**config.mk**
```make
export PLATFORM = sky130hd
export DESIGN_NAME = circular_deque
export DESIGN_NICKNAME = d
export VERILOG_FILES = /design/src/hw/rtl/cdq_pkg.sv /design/src/hw/rtl/cdq_ram.sv /design/src/hw/rtl/circular_deque.sv
export SDC_FILE = /design/constraint.sdc
export NUM_CORES = 1
export LEC_CHECK = 0
export ABC_AREA = 1
export BUFFER_PORTS_ARGS = -buffer_cell sky130_fd_sc_hd__buf_4
export CAP_MARGIN = 20
export CORE_MARGIN = 4
export CORE_UTILIZATION = 25
export DETAILED_ROUTE_END_ITERATION = 8
export HOLD_SLACK_MARGIN = 0.02
export SLEW_MARGIN = 30
export SYNTH_ARGS = -nofsm -noshare
export SYNTH_HDL_FRONTEND = slang
export SYNTH_SLANG_ARGS = --single-unit
```
**constraint.sdc**
```tcl
create_clock -name clk -period 9.6 [get_ports clk]
set_input_delay 0.96 -clock clk [delete_from_list [all_inputs] [get_ports clk]]
set_output_delay 0.96 -clock clk [all_outputs]
set_load 0.01 [all_outputs]
```
**src/hw/rtl/cdq_pkg.sv**
```systemverilog
// cdq_pkg: shared sizes, command and status codes, and the entry store request
// type of the circular deque. No dependencies.
`default_nettype none
package cdq_pkg;

  localparam int DEPTH      = 8;
  localparam int DATA_WIDTH = 32;
  localparam int PTR_W      = (DEPTH > 1) ? $clog2(DEPTH) : 1;
  localparam int CNT_W      = $clog2(DEPTH + 1);
  localparam int CMD_W      = 3;
  localparam int STAT_W     = 2;
  localparam int WORD_W     = 32;

  localparam logic [CMD_W-1:0] CMD_PUSH_FRONT = 3'd0;
  localparam logic [CMD_W-1:0] CMD_PUSH_BACK  = 3'd1;
  localparam logic [CMD_W-1:0] CMD_POP_FRONT  = 3'd2;
  localparam logic [CMD_W-1:0] CMD_POP_BACK   = 3'd3;
  localparam logic [CMD_W-1:0] CMD_PEEK_FRONT = 3'd4;
  localparam logic [CMD_W-1:0] CMD_PEEK_BACK  = 3'd5;

  localparam logic [STAT_W-1:0] ST_OK    = 2'd0;
  localparam logic [STAT_W-1:0] ST_FULL  = 2'd1;
  localparam logic [STAT_W-1:0] ST_EMPTY = 2'd2;

  typedef struct packed {
    logic                  wr_en;
    logic [PTR_W-1:0]      wr_addr;
    logic [DATA_WIDTH-1:0] wr_data;
    logic                  rd_en;
    logic [PTR_W-1:0]      rd_addr;
  } mem_req_t;

endpackage
`default_nettype wire

```
**src/hw/rtl/cdq_ram.sv**
```systemverilog
// cdq_ram: entry store of the circular deque, one write and one read port,
// read data registered. Depends on cdq_pkg.
`default_nettype none
module cdq_ram (
  input  wire logic                            clk,
  input  wire cdq_pkg::mem_req_t               req,
  output logic      [cdq_pkg::DATA_WIDTH-1:0]  rd_data
);

  logic [cdq_pkg::DATA_WIDTH-1:0] mem [cdq_pkg::DEPTH];
  logic [cdq_pkg::DATA_WIDTH-1:0] rd_data_r;

  always_ff @(posedge clk) begin
    if (req.wr_en) begin
      mem[req.wr_addr] <= req.wr_data;
    end
  end

  always_ff @(posedge clk) begin
    if (req.rd_en) begin
      rd_data_r <= mem[req.rd_addr];
    end
  end

  assign rd_data = rd_data_r;

endmodule
`default_nettype wire

```
**src/hw/rtl/circular_deque.sv**
```systemverilog
// circular_deque: top level of a fixed-depth double-ended queue kept in a ring.
// Depends on cdq_pkg and cdq_ram.
//
// Usage:
//   Input channel: drive in_command and in_data_in with start high; the word
//   is taken at a rising edge where start is high and busy is low.
//   Commands: push front, push back, pop front, pop back, peek front,
//   peek back; codes six and seven are no-ops that answer ok.
//   Result channel: every accepted word yields exactly one result, shown on
//   out_data_out and out_status while out_strobe is high for one cycle.
//   The receiver cannot stall; a result must be taken in that cycle.
// Result timing: the result appears in the cycle after the accepting edge (the
//   entry store read data is registered).
// Throughput: one word per cycle while busy is low. Pointers and occupancy update at the
//   accepting edge, so the next command already sees them; a push writes the
//   store at its edge and a following read sees the new entry.
// Reset: rst_n low (synchronous) empties the queue and clears pointers and
//   the result strobe; busy stays high for the reset cycle and drops right
//   after. Entries are not cleared; only occupied entries are ever read.
`default_nettype none
module circular_deque (
  input  wire logic                            clk,
  input  wire logic                            rst_n,
  input  wire logic                            start,
  output logic                                 busy,
  input  wire logic        [cdq_pkg::CMD_W-1:0] in_command,
  input  wire logic signed [31:0]               in_data_in,
  output logic                                 out_strobe,
  output logic signed      [31:0]               out_data_out,
  output logic             [cdq_pkg::STAT_W-1:0] out_status
);

  localparam int PW = cdq_pkg::PTR_W;
  localparam int CW = cdq_pkg::CNT_W;

  // Ring pointer steps, with wrap for any depth.
  function automatic logic [PW-1:0] ptr_next(input logic [PW-1:0] p);
    ptr_next = (p == PW'(cdq_pkg::DEPTH - 1)) ? '0 : p + PW'(1);
  endfunction

  function automatic logic [PW-1:0] ptr_prev(input logic [PW-1:0] p);
    ptr_prev = (p == '0) ? PW'(cdq_pkg::DEPTH - 1) : p - PW'(1);
  endfunction

  logic                          busy_r;
  logic [PW-1:0]                 head_r, head_nxt;
  logic [PW-1:0]                 tail_r, tail_nxt;
  logic [CW-1:0]                 occ_r, occ_nxt;
  logic                          valid_r;
  logic [cdq_pkg::STAT_W-1:0]    status_r, status_nxt;
  logic                          rd_sel_r;
  cdq_pkg::mem_req_t             req;
  logic [cdq_pkg::DATA_WIDTH-1:0] rd_data;
  logic                          accept;
  logic                          is_full, is_empty, is_front;

  assign accept   = start & ~busy_r;
  assign is_full  = (occ_r == CW'(cdq_pkg::DEPTH));
  assign is_empty = (occ_r == '0);
  assign is_front = (in_command == cdq_pkg::CMD_POP_FRONT) ||
                    (in_command == cdq_pkg::CMD_PEEK_FRONT);

  // Decode the command against the current pointers; issue at most one store access.
  always_comb begin
    head_nxt   = head_r;
    tail_nxt   = tail_r;
    occ_nxt    = occ_r;
    status_nxt = cdq_pkg::ST_OK;
    req        = '0;
    req.wr_data = cdq_pkg::DATA_WIDTH'($unsigned(in_data_in));
    if (accept) begin
      case (in_command)
        cdq_pkg::CMD_PUSH_FRONT, cdq_pkg::CMD_PUSH_BACK: begin
          if (is_full) begin
            status_nxt = cdq_pkg::ST_FULL;
          end else if (in_command == cdq_pkg::CMD_PUSH_FRONT) begin
            // Step head back around the ring and write there.
            head_nxt    = ptr_prev(head_r);
            req.wr_en   = 1'b1;
            req.wr_addr = ptr_prev(head_r);
            occ_nxt     = occ_r + CW'(1);
          end else begin
            req.wr_en   = 1'b1;
            req.wr_addr = tail_r;
            tail_nxt    = ptr_next(tail_r);
            occ_nxt     = occ_r + CW'(1);
          end
        end
        cdq_pkg::CMD_POP_FRONT, cdq_pkg::CMD_POP_BACK,
        cdq_pkg::CMD_PEEK_FRONT, cdq_pkg::CMD_PEEK_BACK: begin
          if (is_empty) begin
            status_nxt = cdq_pkg::ST_EMPTY;
          end else begin
            req.rd_en   = 1'b1;
            req.rd_addr = is_front ? head_r : ptr_prev(tail_r);
            if (in_command == cdq_pkg::CMD_POP_FRONT) begin
              head_nxt = ptr_next(head_r);
              occ_nxt  = occ_r - CW'(1);
            end else if (in_command == cdq_pkg::CMD_POP_BACK) begin
              tail_nxt = ptr_prev(tail_r);
              occ_nxt  = occ_r - CW'(1);
            end
          end
        end
        default: begin
          // Unused codes: answer ok with zero, change nothing.
        end
      endcase
    end
  end

  always_ff @(posedge clk) begin
    if (!rst_n) begin
      busy_r   <= 1'b1;
      head_r   <= '0;
      tail_r   <= '0;
      occ_r    <= '0;
      valid_r  <= 1'b0;
      rd_sel_r <= 1'b0;
    end else begin
      busy_r   <= 1'b0;
      head_r   <= head_nxt;
      tail_r   <= tail_nxt;
      occ_r    <= occ_nxt;
      valid_r  <= accept;
      rd_sel_r <= req.rd_en;
    end
  end

  // Hold the status of the last word for its result cycle.
  always_ff @(posedge clk) begin
    status_r <= status_nxt;
  end

  cdq_ram u_ram (
    .clk     (clk),
    .req     (req),
    .rd_data (rd_data)
  );

  assign busy         = busy_r;
  assign out_strobe   = valid_r;
  assign out_status   = status_r;
  // Drop store data unless this result came from a read.
  assign out_data_out = rd_sel_r ? signed'(32'($unsigned(rd_data))) : '0;

`ifndef SYNTHESIS
  a_strobe_follows_accept: assert property (@(posedge clk) disable iff (!rst_n)
    out_strobe |-> $past(start && !busy))
    else $error("result strobe without an accepted word");

  a_occ_bound: assert property (@(posedge clk) disable iff (!rst_n)
    occ_r <= CW'(cdq_pkg::DEPTH))
    else $error("occupancy beyond depth");

  a_ptr_gap: assert property (@(posedge clk) disable iff (!rst_n)
    ((tail_r >= head_r) ? PW'(tail_r - head_r)
                        : PW'(cdq_pkg::DEPTH - 1) - head_r + tail_r + PW'(1)) ==
    (is_full ? PW'(0) : PW'(occ_r)))
    else $error("head and tail disagree with occupancy");

  a_full_reject: assert property (@(posedge clk) disable iff (!rst_n)
    (accept && is_full && (in_command == cdq_pkg::CMD_PUSH_FRONT ||
     in_command == cdq_pkg::CMD_PUSH_BACK)) |=> (out_status == cdq_pkg::ST_FULL))
    else $error("push on full queue not rejected");
`endif

endmodule
`default_nettype wire

```
==> results.py, run 1 <==
metrics = {
    "drt": {
        "vias": 9141,
        "route.detailed.drc": 0,
        "wl_per_cell_um": 14.7,
        "wirelength_mm": 31.8,
        "vias_per_cell": 4.22,
        "postRouteAntennaNets": 0,
        "dr.pass1.iters": 5,
        "drt-initial-drc-count": 701,
    },
    "logic_synthesis": {
        "syn_nets": 1442,
        "yosysTopAreaCell": "edfxtp_1",
        "ys_seq_area_share_pct": 65.4,
        "ys_ff_latch": 303,
        "ys_warn_count": 0,
        "synth.area.top_cells": "edfxtp_1 (63%), nand2_1 (9.9%), nand3_1 (9.6%)",
        "syn_area_sq_mm": 0.0137,
        "synth.top_cell.area_share_pct": 63.2,
        "synth_cells": 1390,
        "synth.distinct_cells": 32,
        "syn_area_per_cell_sq_um": 9.84,
    },
    "cells_and_area": {
        "multi_input_area_sq_mm": 0.00333,
        "finalNonFillerCells": 2165,
        "seq_area_sq_mm": 0.00895,
        "drive_gt1_share_pct": 9.95,
        "nets": 1498,
        "layout_common_cells": "nand2_1 (358), inv_1 (309), edfxtp_1 (288)",
        "fillers": 5586,
        "layout_commonest_cell": "nand2_1",
        "area_delta_synth_final_pct": 16.6,
    },
    "floorplan": {
        "io_pins": 74,
        "fp.dieW_um": 242,
        "core_sq_mm": 0.0540,
        "start_util_pct": 25.3,
        "placementRows": 85,
        "dieArea_sq_mm": 0.0585,
        "die_h_um": 242,
    },
    "grt": {
        "grt_use_total_pct": 10.6,
        "antenna_found_initial": 2,
        "grt_pass1_wl_mm": 50.1,
        "grt_pass1_vias": 8939,
        "grt_max_degree": 96,
        "gr-total-overflow": 0,
    },
    "clock_tree": {
        "clk_latency_ns": 0.57,
        "path_clk_slew_ns": 0.06,
        "cts_root_buffer": "clkbuf_16",
        "cts_resized": 0,
        "postCtsSetupBuffers": 0,
        "cts_buffer_depth": 3,
        "cts_sinks": 303,
        "numCtsBuffers": 31,
        "holdBufCountCts": 0,
        "htreeDepth": 1,
        "cts_tree": "yes",
    },
    "sta": {
        "rsz0062_at_grt": "no",
        "hold_viol": 0,
        "slew_headroom_pct": 38.8,
        "worstMarginPinSlew_ns": 0.917,
        "skew_ns": 0.0159,
        "fin_crit_ns": 4.19,
        "slew_violations": 0,
        "fmaxAchievable_mhz": 239,
        "finalSetupTns_ns": 0,
        "period_share_pct": 43.6,
        "finalSetupViolations": 0,
    },
    "pwr": {
        "comb_power_share_pct": 5.1,
        "p_per_area_mw_per_mm2": 171,
        "p_leak_nw": 7.07,
        "p_int_mw": 2.15,
        "seq_power_share_pct": 53.8,
        "power_mw": 2.72,
        "ir_drop_v": 0.000132,
        "p_clk_share_pct": 41.2,
        "power_switching_share_pct": 21.2,
        "power_switching_uw": 578,
    },
    "worst_setup_path": {
        "cp.arrival_ns": 4.63,
        "start_kind": "input port",
        "rrSetupSlack_ns": 6.15,
        "cp_max_fo": 84,
        "crit_type": "input port to flop",
        "worstReg2RegStart": "occ_r[0]",
        "path_cells": "buf_4 -> inv_1 -> ha_1 -> nand3_2 -> a21oi_4 -> buf_6 -> nand3_4 -> buf_4 -> inv_2 -> buf_4 -> nand3_1 -> nand2_1 -> nand2_1 -> nand2_1",
        "slowest_delay_ns": 0.58,
        "required_ns": 10.04,
        "crit_slowest_cell": "inv_2",
        "crit_path_end_kind": "flop",
        "cp-startpoint": "in_command[1]",
    },
    "placement": {
        "dpl.hpwl_mm": 17.8,
        "port_buffers": 73,
        "place_inst": 2109,
        "place_congestion": 0.758,
    },
    "hold_path": {
        "worst_hold_path_type": "flop to flop",
        "hold_start": "head_r[1]",
    },
    "outcome": {
        "status": "completed",
    },
    "flow_run": {
        "maxCapViolations": 0,
    },
}
[worst max-delay path: cells and delay by family]
kind	cells	cell delay, ns
buffers and inverters	6	2.25
and+or+nand+nor	6	0.65
adders and majority gates	1	0.57
AOI/OAI and AO/OA	1	0.13
[kinds of logic after synthesis]
family,after synthesis,share of synthesized area [%]
flip-flops,303,65.4
XOR/XNOR,4,0.256
AND/OR/NAND/NOR,664,20.9
adder cells (fa/ha/maj),14,1.34
AO/OA/AOI/OAI,27,1.15
buffers and inverters,378,10.9
[sequential cells by signal, indices dropped and copies added (netlist names)]
signal         count
u_ram.rd_data     32
rd_sel_r           1
u_ram.mem        256
out_status         2
out_strobe         1
occ_r              4
head_r             3
busy               1
tail_r             3
[power groups by stage]
stage	logic, mW	clock network, mW	registers (mW)
after floorplan	0.0854	0	1.49
after global placement	0.135	0	1.49
after detailed placement	0.139	0	1.49
after CTS	0.140	1.15	1.46
final	0.138	1.12	1.46
after global routing	0.157	1.21	1.46
[cell type report]
class                   count  area share [%]
diodes                      1          0.0157
clock inverters            16           0.863
flip-flops and latches    303            56.2
repair buffers             88            4.19
clock buffers              39            5.06
inverters                 313            7.37
multi-input cells         709            20.9
well taps                 696            5.46
[through the flow]
stage	hold slack [ns]	area [sq um]	util (%)	worst slack [ns]
after global placement	0.488	15000	27.7	4.67
after global routing	0.540	15900	29.5	5.07
after CTS	0.513	15900	29.5	5.21
after detailed placement	0.499	15000	27.7	4.62
after floorplan	0.467	13700	-	4.38
final	0.503	15900	29.5	5.41
[final timing paths]
kind | endpoint | cells past startpoint
max reg2reg | u_ram.rd_data[18] | 11
min reg2reg | head_r[1] | 1
min | head_r[1] | 1
max | u_ram.rd_data[18] | 14
[per-layer routing]
| layer | share of wire [%] | track usage (%) |
|---|---|---|
| met1 | 44 | 13.6 |
| met5 | 0.063 | 0 |
| met3 | 4.7 | 1.74 |
| met2 | 48 | 18.5 |
| met4 | 2.4 | 3.00 |
[synth_stat cells, drive strengths merged]
cell type,instances
inv,312
buf,57
clkinv,1
nor3b,1
o22a,1
o22ai,1
edfxtp,288
xnor2,2
clkbuf,8
o211ai,1
o21ai,12
a21oi,10
nand2,359
fa,1
nor2,31
o21a,1
a31oi,1
nand3,265
ha,13
xor2,2
nand3b,1
dfxtp,15
nor4,2
nand4,3
nor3,2
No activity file was read; power rests on OpenSTA's default activity.
==> run 2, diff against run 1 <==
Clock period 9.6 ns to 4.35 ns, I/O delays scaled along.
==> run 2 against run 1 <==
  * Combinational power increased by 130%
  * Critical path depth shrank 6
  * Largest power group unchanged
  * Highest routed layer unchanged
  * Largest cell class unchanged
  * Clock-buffer cell count fell by 4
  * Clock skew up 0.014 ns
==> results.py, run 2 (synthesized netlist as in run 1, its figures left out) <==
metrics = {
    "placement": {
        "pre_cts_slack_ns": 0.972,
        "place_inst": 2111,
        "port_buffers": 73,
        "place_congestion": 0.783,
        "dpl.hpwl_mm": 18.3,
    },
    "cells_and_area": {
        "layout_common_cells": "nand2_1 (358), inv_1 (309), edfxtp_1 (288)",
        "area_delta_synth_final_pct": 17.3,
        "finalNonFillerCells": 2167,
        "top_register": "u_ram.mem",
        "n_antenna_cell": 0,
        "fillers": 5553,
        "layout_commonest_cell": "nand2_1",
        "nets": 1499,
        "drive_gt1_share_pct": 10.5,
        "largest_reg_flops": 256,
    },
    "clock_tree": {
        "cts_resized": 0,
        "numCtsBuffers": 30,
        "path_clk_slew_ns": 0.07,
        "cts_sinks": 303,
        "cts_root_buffer": "clkbuf_16",
        "clk_latency_ns": 0.58,
        "holdBufCountCts": 0,
        "postCtsSetupBuffers": 0,
        "cts_tree": "yes",
        "htreeDepth": 1,
        "cts_buffer_depth": 3,
    },
    "worst_setup_path": {
        "crit_type": "flop to flop",
        "slowest_delay_ns": 0.59,
        "cp_max_fo": 14,
        "start_kind": "flop",
        "crit_path_end_kind": "flop",
        "required_ns": 4.61,
        "path_cells": "inv_1 -> ha_1 -> a21oi_1 -> nor2_1 -> a21oi_1 -> nor2_1 -> nor2_4 -> buf_4",
        "cp.arrival_ns": 3.46,
        "crit_slowest_cell": "nor2_4",
    },
    "drt": {
        "postRouteAntennaNets": 0,
        "dr.pass1.iters": 5,
        "drt-initial-drc-count": 628,
        "wl_per_cell_um": 14.9,
        "route.detailed.drc": 0,
        "vias": 9125,
        "wirelength_mm": 32.4,
        "vias_per_cell": 4.21,
    },
    "sta": {
        "finalSetupViolations": 0,
        "rsz0062_at_grt": "no",
        "slew_headroom_pct": 39.7,
        "hold_viol": 0,
        "fmaxAchievable_mhz": 312,
        "slew_violations": 0,
        "fin_ws_ns": 1.14,
        "period_share_pct": 73.8,
        "worstMarginPinSlew_ns": 0.895,
        "finalSetupTns_ns": 0,
        "fin_crit_ns": 3.21,
        "skew_ns": 0.0302,
    },
    "grt": {
        "grt_max_degree": 161,
        "gr-total-overflow": 0,
        "grt_use_total_pct": 11.0,
        "antenna_found_initial": 1,
        "grt_pass1_wl_mm": 52.3,
        "grt_pass1_vias": 9163,
    },
    "pwr": {
        "p_leak_nw": 7.11,
        "ir_drop_v": 0.000246,
        "p_per_area_mw_per_mm2": 380,
        "power_mw": 6.10,
    },
    "outcome": {
        "status": "completed",
    },
    "floorplan": {
        "die_h_um": 242,
        "core_sq_mm": 0.0540,
        "start_util_pct": 25.3,
        "io_pins": 74,
        "fp.dieW_um": 242,
        "placementRows": 85,
        "dieArea_sq_mm": 0.0585,
    },
    "flow_run": {
        "maxCapViolations": 0,
    },
    "hold_path": {
        "worst_hold_path_type": "input port to flop",
    },
}
==> run 2: routing by layer <==
layer | vias to the layer above | routed length (um) | global-route usage [%]
li1 | 4555 | - | -
met1 | 4285 | 15000 | 15.2
met3 | 38 | 1830 | 1.81
met2 | 245 | 15000 | 18.0
met4 | 2 | 554 | 2.78
met5 | - | 20 | 0
==> run 2: power breakdown <==
group,total (mW),switching [mW],internal [mW]
clock network,2.55,1.10,1.45
registers,3.23,0.0119,3.22
logic,0.320,0.223,0.0968
total,6.10,1.34,4.76
==> run 2: worst paths after layout <==
kind            startpoint  depth (start not counted)                to  slack (ns)
min          in_data_in[8]                          1   u_ram.mem[3][8]         0.1
max reg2reg      head_r[0]                          8  u_ram.mem[6][30]        1.14
max              head_r[0]                          8  u_ram.mem[6][30]        1.14
min reg2reg      head_r[1]                          1         head_r[1]        0.49
==> run 2: worst max-delay path: cells and delay by family, from the launching register on <==
kind | cells | cell delay (ns)
DFF | 1 | 0.40
buffers and inverters | 2 | 0.43
AOI/OAI and AO/OA | 2 | 0.81
adders and majority gates | 1 | 0.22
and+or+nand+nor | 3 | 1.04
==> run 2: metrics by stage <==
| stage | hold slack, ns | utilization (%) | area (sq um) |
|---|---|---|---|
| after detailed placement | 0.485 | 27.9 | 15100 |
| after floorplan | 0.467 | - | 13700 |
| after CTS | 0.0687 | 29.7 | 16000 |
| after global placement | 0.482 | 27.9 | 15100 |
| after global routing | 0.0813 | 29.7 | 16000 |
| final | 0.0958 | 29.7 | 16000 |
==> run 2: cell type report <==
cell class              instances  area [sq um]  share of cell area, %
clock buffers                  35           769                   4.80
clock inverters                21           200                   1.25
inverters                     313          1170                   7.33
multi-input cells             709          3350                   20.9
flip-flops and latches        303          8950                   55.8
well taps                     696           871                   5.43
repair buffers                 90           726                   4.52
==> run 3, diff against run 2 <==
Clock period 4.35 ns to 2.7 ns, I/O delays scaled along.
==> run 3 against run 2 <==
  * Core utilization increased by 1.1 points
  * Clock skew decreased by 0.022 ns
  * First-iteration DRC count decreased by 23%
  * Combinational power increased by 80%
  * Global-route usage about the same
  * Via count increased by 3.1%
  * Clock-buffer cell count decreased by 1
  * Sequential share of layout area decreased by 1.9 points
  * Power increased by 60%
==> results.py, run 3 (synthesized netlist as in run 1, its figures left out) <==
metrics = {
    "grt": {
        "gr-total-overflow": 0,
        "grt_use_total_pct": 11.0,
        "antenna_found_initial": 1,
        "grt_pass1_vias": 9541,
        "grt_max_degree": 101,
        "grt_pass1_wl_mm": 52.6,
    },
    "worst_setup_path": {
        "required_ns": 2.97,
        "slowest_delay_ns": 0.36,
        "crit_buf_inv": 2,
        "cp-startpoint": "occ_r[0]",
        "cp.arrival_ns": 2.67,
        "crit_type": "flop to flop",
        "crit_slowest_cell": "dfxtp_1",
        "cp_max_fo": 18,
        "crit_family": "simple AND/OR/NAND/NOR gates",
        "worstReg2RegStart": "occ_r[0]",
        "start_kind": "flop",
        "rrSetupSlack_ns": 0.31,
        "path_common_cell": "nand2_1",
        "crit_path_end_kind": "flop",
        "path_cells": "nor2_1 -> nand2_1 -> nor2_1 -> nor2_1 -> nand2_1 -> inv_1 -> nand2_1 -> nand2_1 -> nor2_4 -> buf_12",
    },
    "floorplan": {
        "start_util_pct": 25.3,
        "core_sq_mm": 0.0540,
        "placementRows": 85,
        "die_h_um": 242,
        "io_pins": 74,
        "dieArea_sq_mm": 0.0585,
        "fp.dieW_um": 242,
    },
    "sta": {
        "period_share_pct": 88.7,
        "worstMarginPinSlew_ns": 0.810,
        "skew_ns": 0.00810,
        "slew_headroom_pct": 45.9,
        "finalSetupViolations": 0,
        "fmaxAchievable_mhz": 418,
        "fin_crit_ns": 2.39,
        "finalSetupTns_ns": 0,
        "slew_violations": 0,
        "hold_viol": 0,
        "rsz0062_at_grt": "no",
    },
    "cells_and_area": {
        "finalNonFillerCells": 2210,
        "layout_commonest_cell": "nand2_1",
        "fillers": 5497,
        "area_delta_synth_final_pct": 21.5,
        "layout_common_cells": "nand2_1 (358), inv_1 (308), edfxtp_1 (288)",
        "largest_reg_flops": 256,
        "top_register": "u_ram.mem",
        "drive_gt1_share_pct": 10.7,
        "seq_area_sq_mm": 0.00895,
        "nets": 1543,
        "multi_input_area_sq_mm": 0.00336,
    },
    "pwr": {
        "p_leak_nw": 7.34,
        "p_int_mw": 7.64,
        "power_switching_share_pct": 21.5,
        "p_per_area_mw_per_mm2": 586,
        "power_switching_mw": 2.10,
        "comb_power_share_pct": 5.9,
        "ir_drop_v": 0.000509,
        "seq_power_share_pct": 53.4,
        "power_mw": 9.74,
        "p_clk_share_pct": 40.6,
    },
    "drt": {
        "wirelength_mm": 32.5,
        "drt-initial-drc-count": 484,
        "vias": 9407,
        "route.detailed.drc": 0,
        "dr.pass1.iters": 5,
        "vias_per_cell": 4.26,
        "postRouteAntennaNets": 0,
        "wl_per_cell_um": 14.7,
    },
    "placement": {
        "port_buffers": 73,
        "place_congestion": 0.786,
        "place_inst": 2122,
        "dpl.hpwl_mm": 19.1,
    },
    "clock_tree": {
        "cts_tree": "yes",
        "htreeDepth": 1,
        "cts_sinks": 303,
        "cts_root_buffer": "clkbuf_16",
        "clk_latency_ns": 0.57,
        "numCtsBuffers": 29,
        "cts_buffer_depth": 3,
        "path_clk_slew_ns": 0.06,
        "cts_resized": 0,
    },
    "hold_path": {
        "worst_hold_path_type": "input port to flop",
        "hold_start": "in_command[1]",
    },
    "flow_run": {
        "maxCapViolations": 0,
    },
    "outcome": {
        "status": "completed",
    },
}
## run 3: cell count changes in the layout (fill, tap and decap cells not counted), sizes merged
cell / previous run / this run
inv: 312 / 313
clkbuf: 35 / 34
dlygate4sd3: 0 / 34
buf: 90 / 101
diode: 0 / 1
clkinvlp: 3 / 0
## run 3: final timing paths
| check | depth (start not counted) | to |
|---|---|---|
| hold reg to reg | 1 | head_r[1] |
| setup reg to reg | 10 | u_ram.mem[2][11] |
| setup / recovery | 10 | u_ram.mem[2][11] |
| hold / removal | 3 | out_status[0] |
## run 3: area by class of cell
type / instances / share of cell area [%]
multi-input cells: 709 / 20.3
diodes: 1 / 0.0151
flip-flops and latches: 303 / 53.9
inverters: 313 / 7.07
clock inverters: 19 / 1.02
clock buffers: 34 / 4.48
well taps: 696 / 5.24
repair buffers: 135 / 8.04
## run 3: worst reg2reg max path: cells and delay by family, from the launching register on
kind          cells  cell delay, ns
simple gates      8            1.40
flops             1            0.36
buf+inv           2            0.33
## run 3: layer usage
metal | GRT usage (%) | routed length, um
met2 | 19.7 | 16100
met3 | 1.76 | 1680
met5 | 0 | 0
met1 | 13.6 | 14000
met4 | 3.07 | 671
## run 3: power groups by stage
stage | clock [mW] | combinational (mW) | sequential (mW)
after floorplan | 0 | 0.310 | 5.30
after global placement | 0 | 0.519 | 5.31
after detailed placement | 0 | 0.536 | 5.31
after CTS | 4.06 | 0.583 | 5.21
after global routing | 4.26 | 0.646 | 5.21
final | 3.96 | 0.577 | 5.21
## run 3: timing repair
| action | in CTS | in global routing |
|---|---|---|
| setup buffers | 0 | 0 |
| hold endpoints to repair | 262 | 0 |
| hold buffers | 34 | 0 |
## run 3: stage by stage
step           util [%]  hold WS (ns)  worst slack [ns]  area [sq um]
2_1_floorplan         -         0.369            -0.146         13700
3_3_place_gp       28.4         0.485             0.283         15400
3_5_place_dp       28.4         0.491             0.226         15400
4_1_cts            30.7        0.0558             0.301         16600
5_1_grt            30.7         0.103             0.112         16600
6_report           30.8        0.0853             0.305         16600
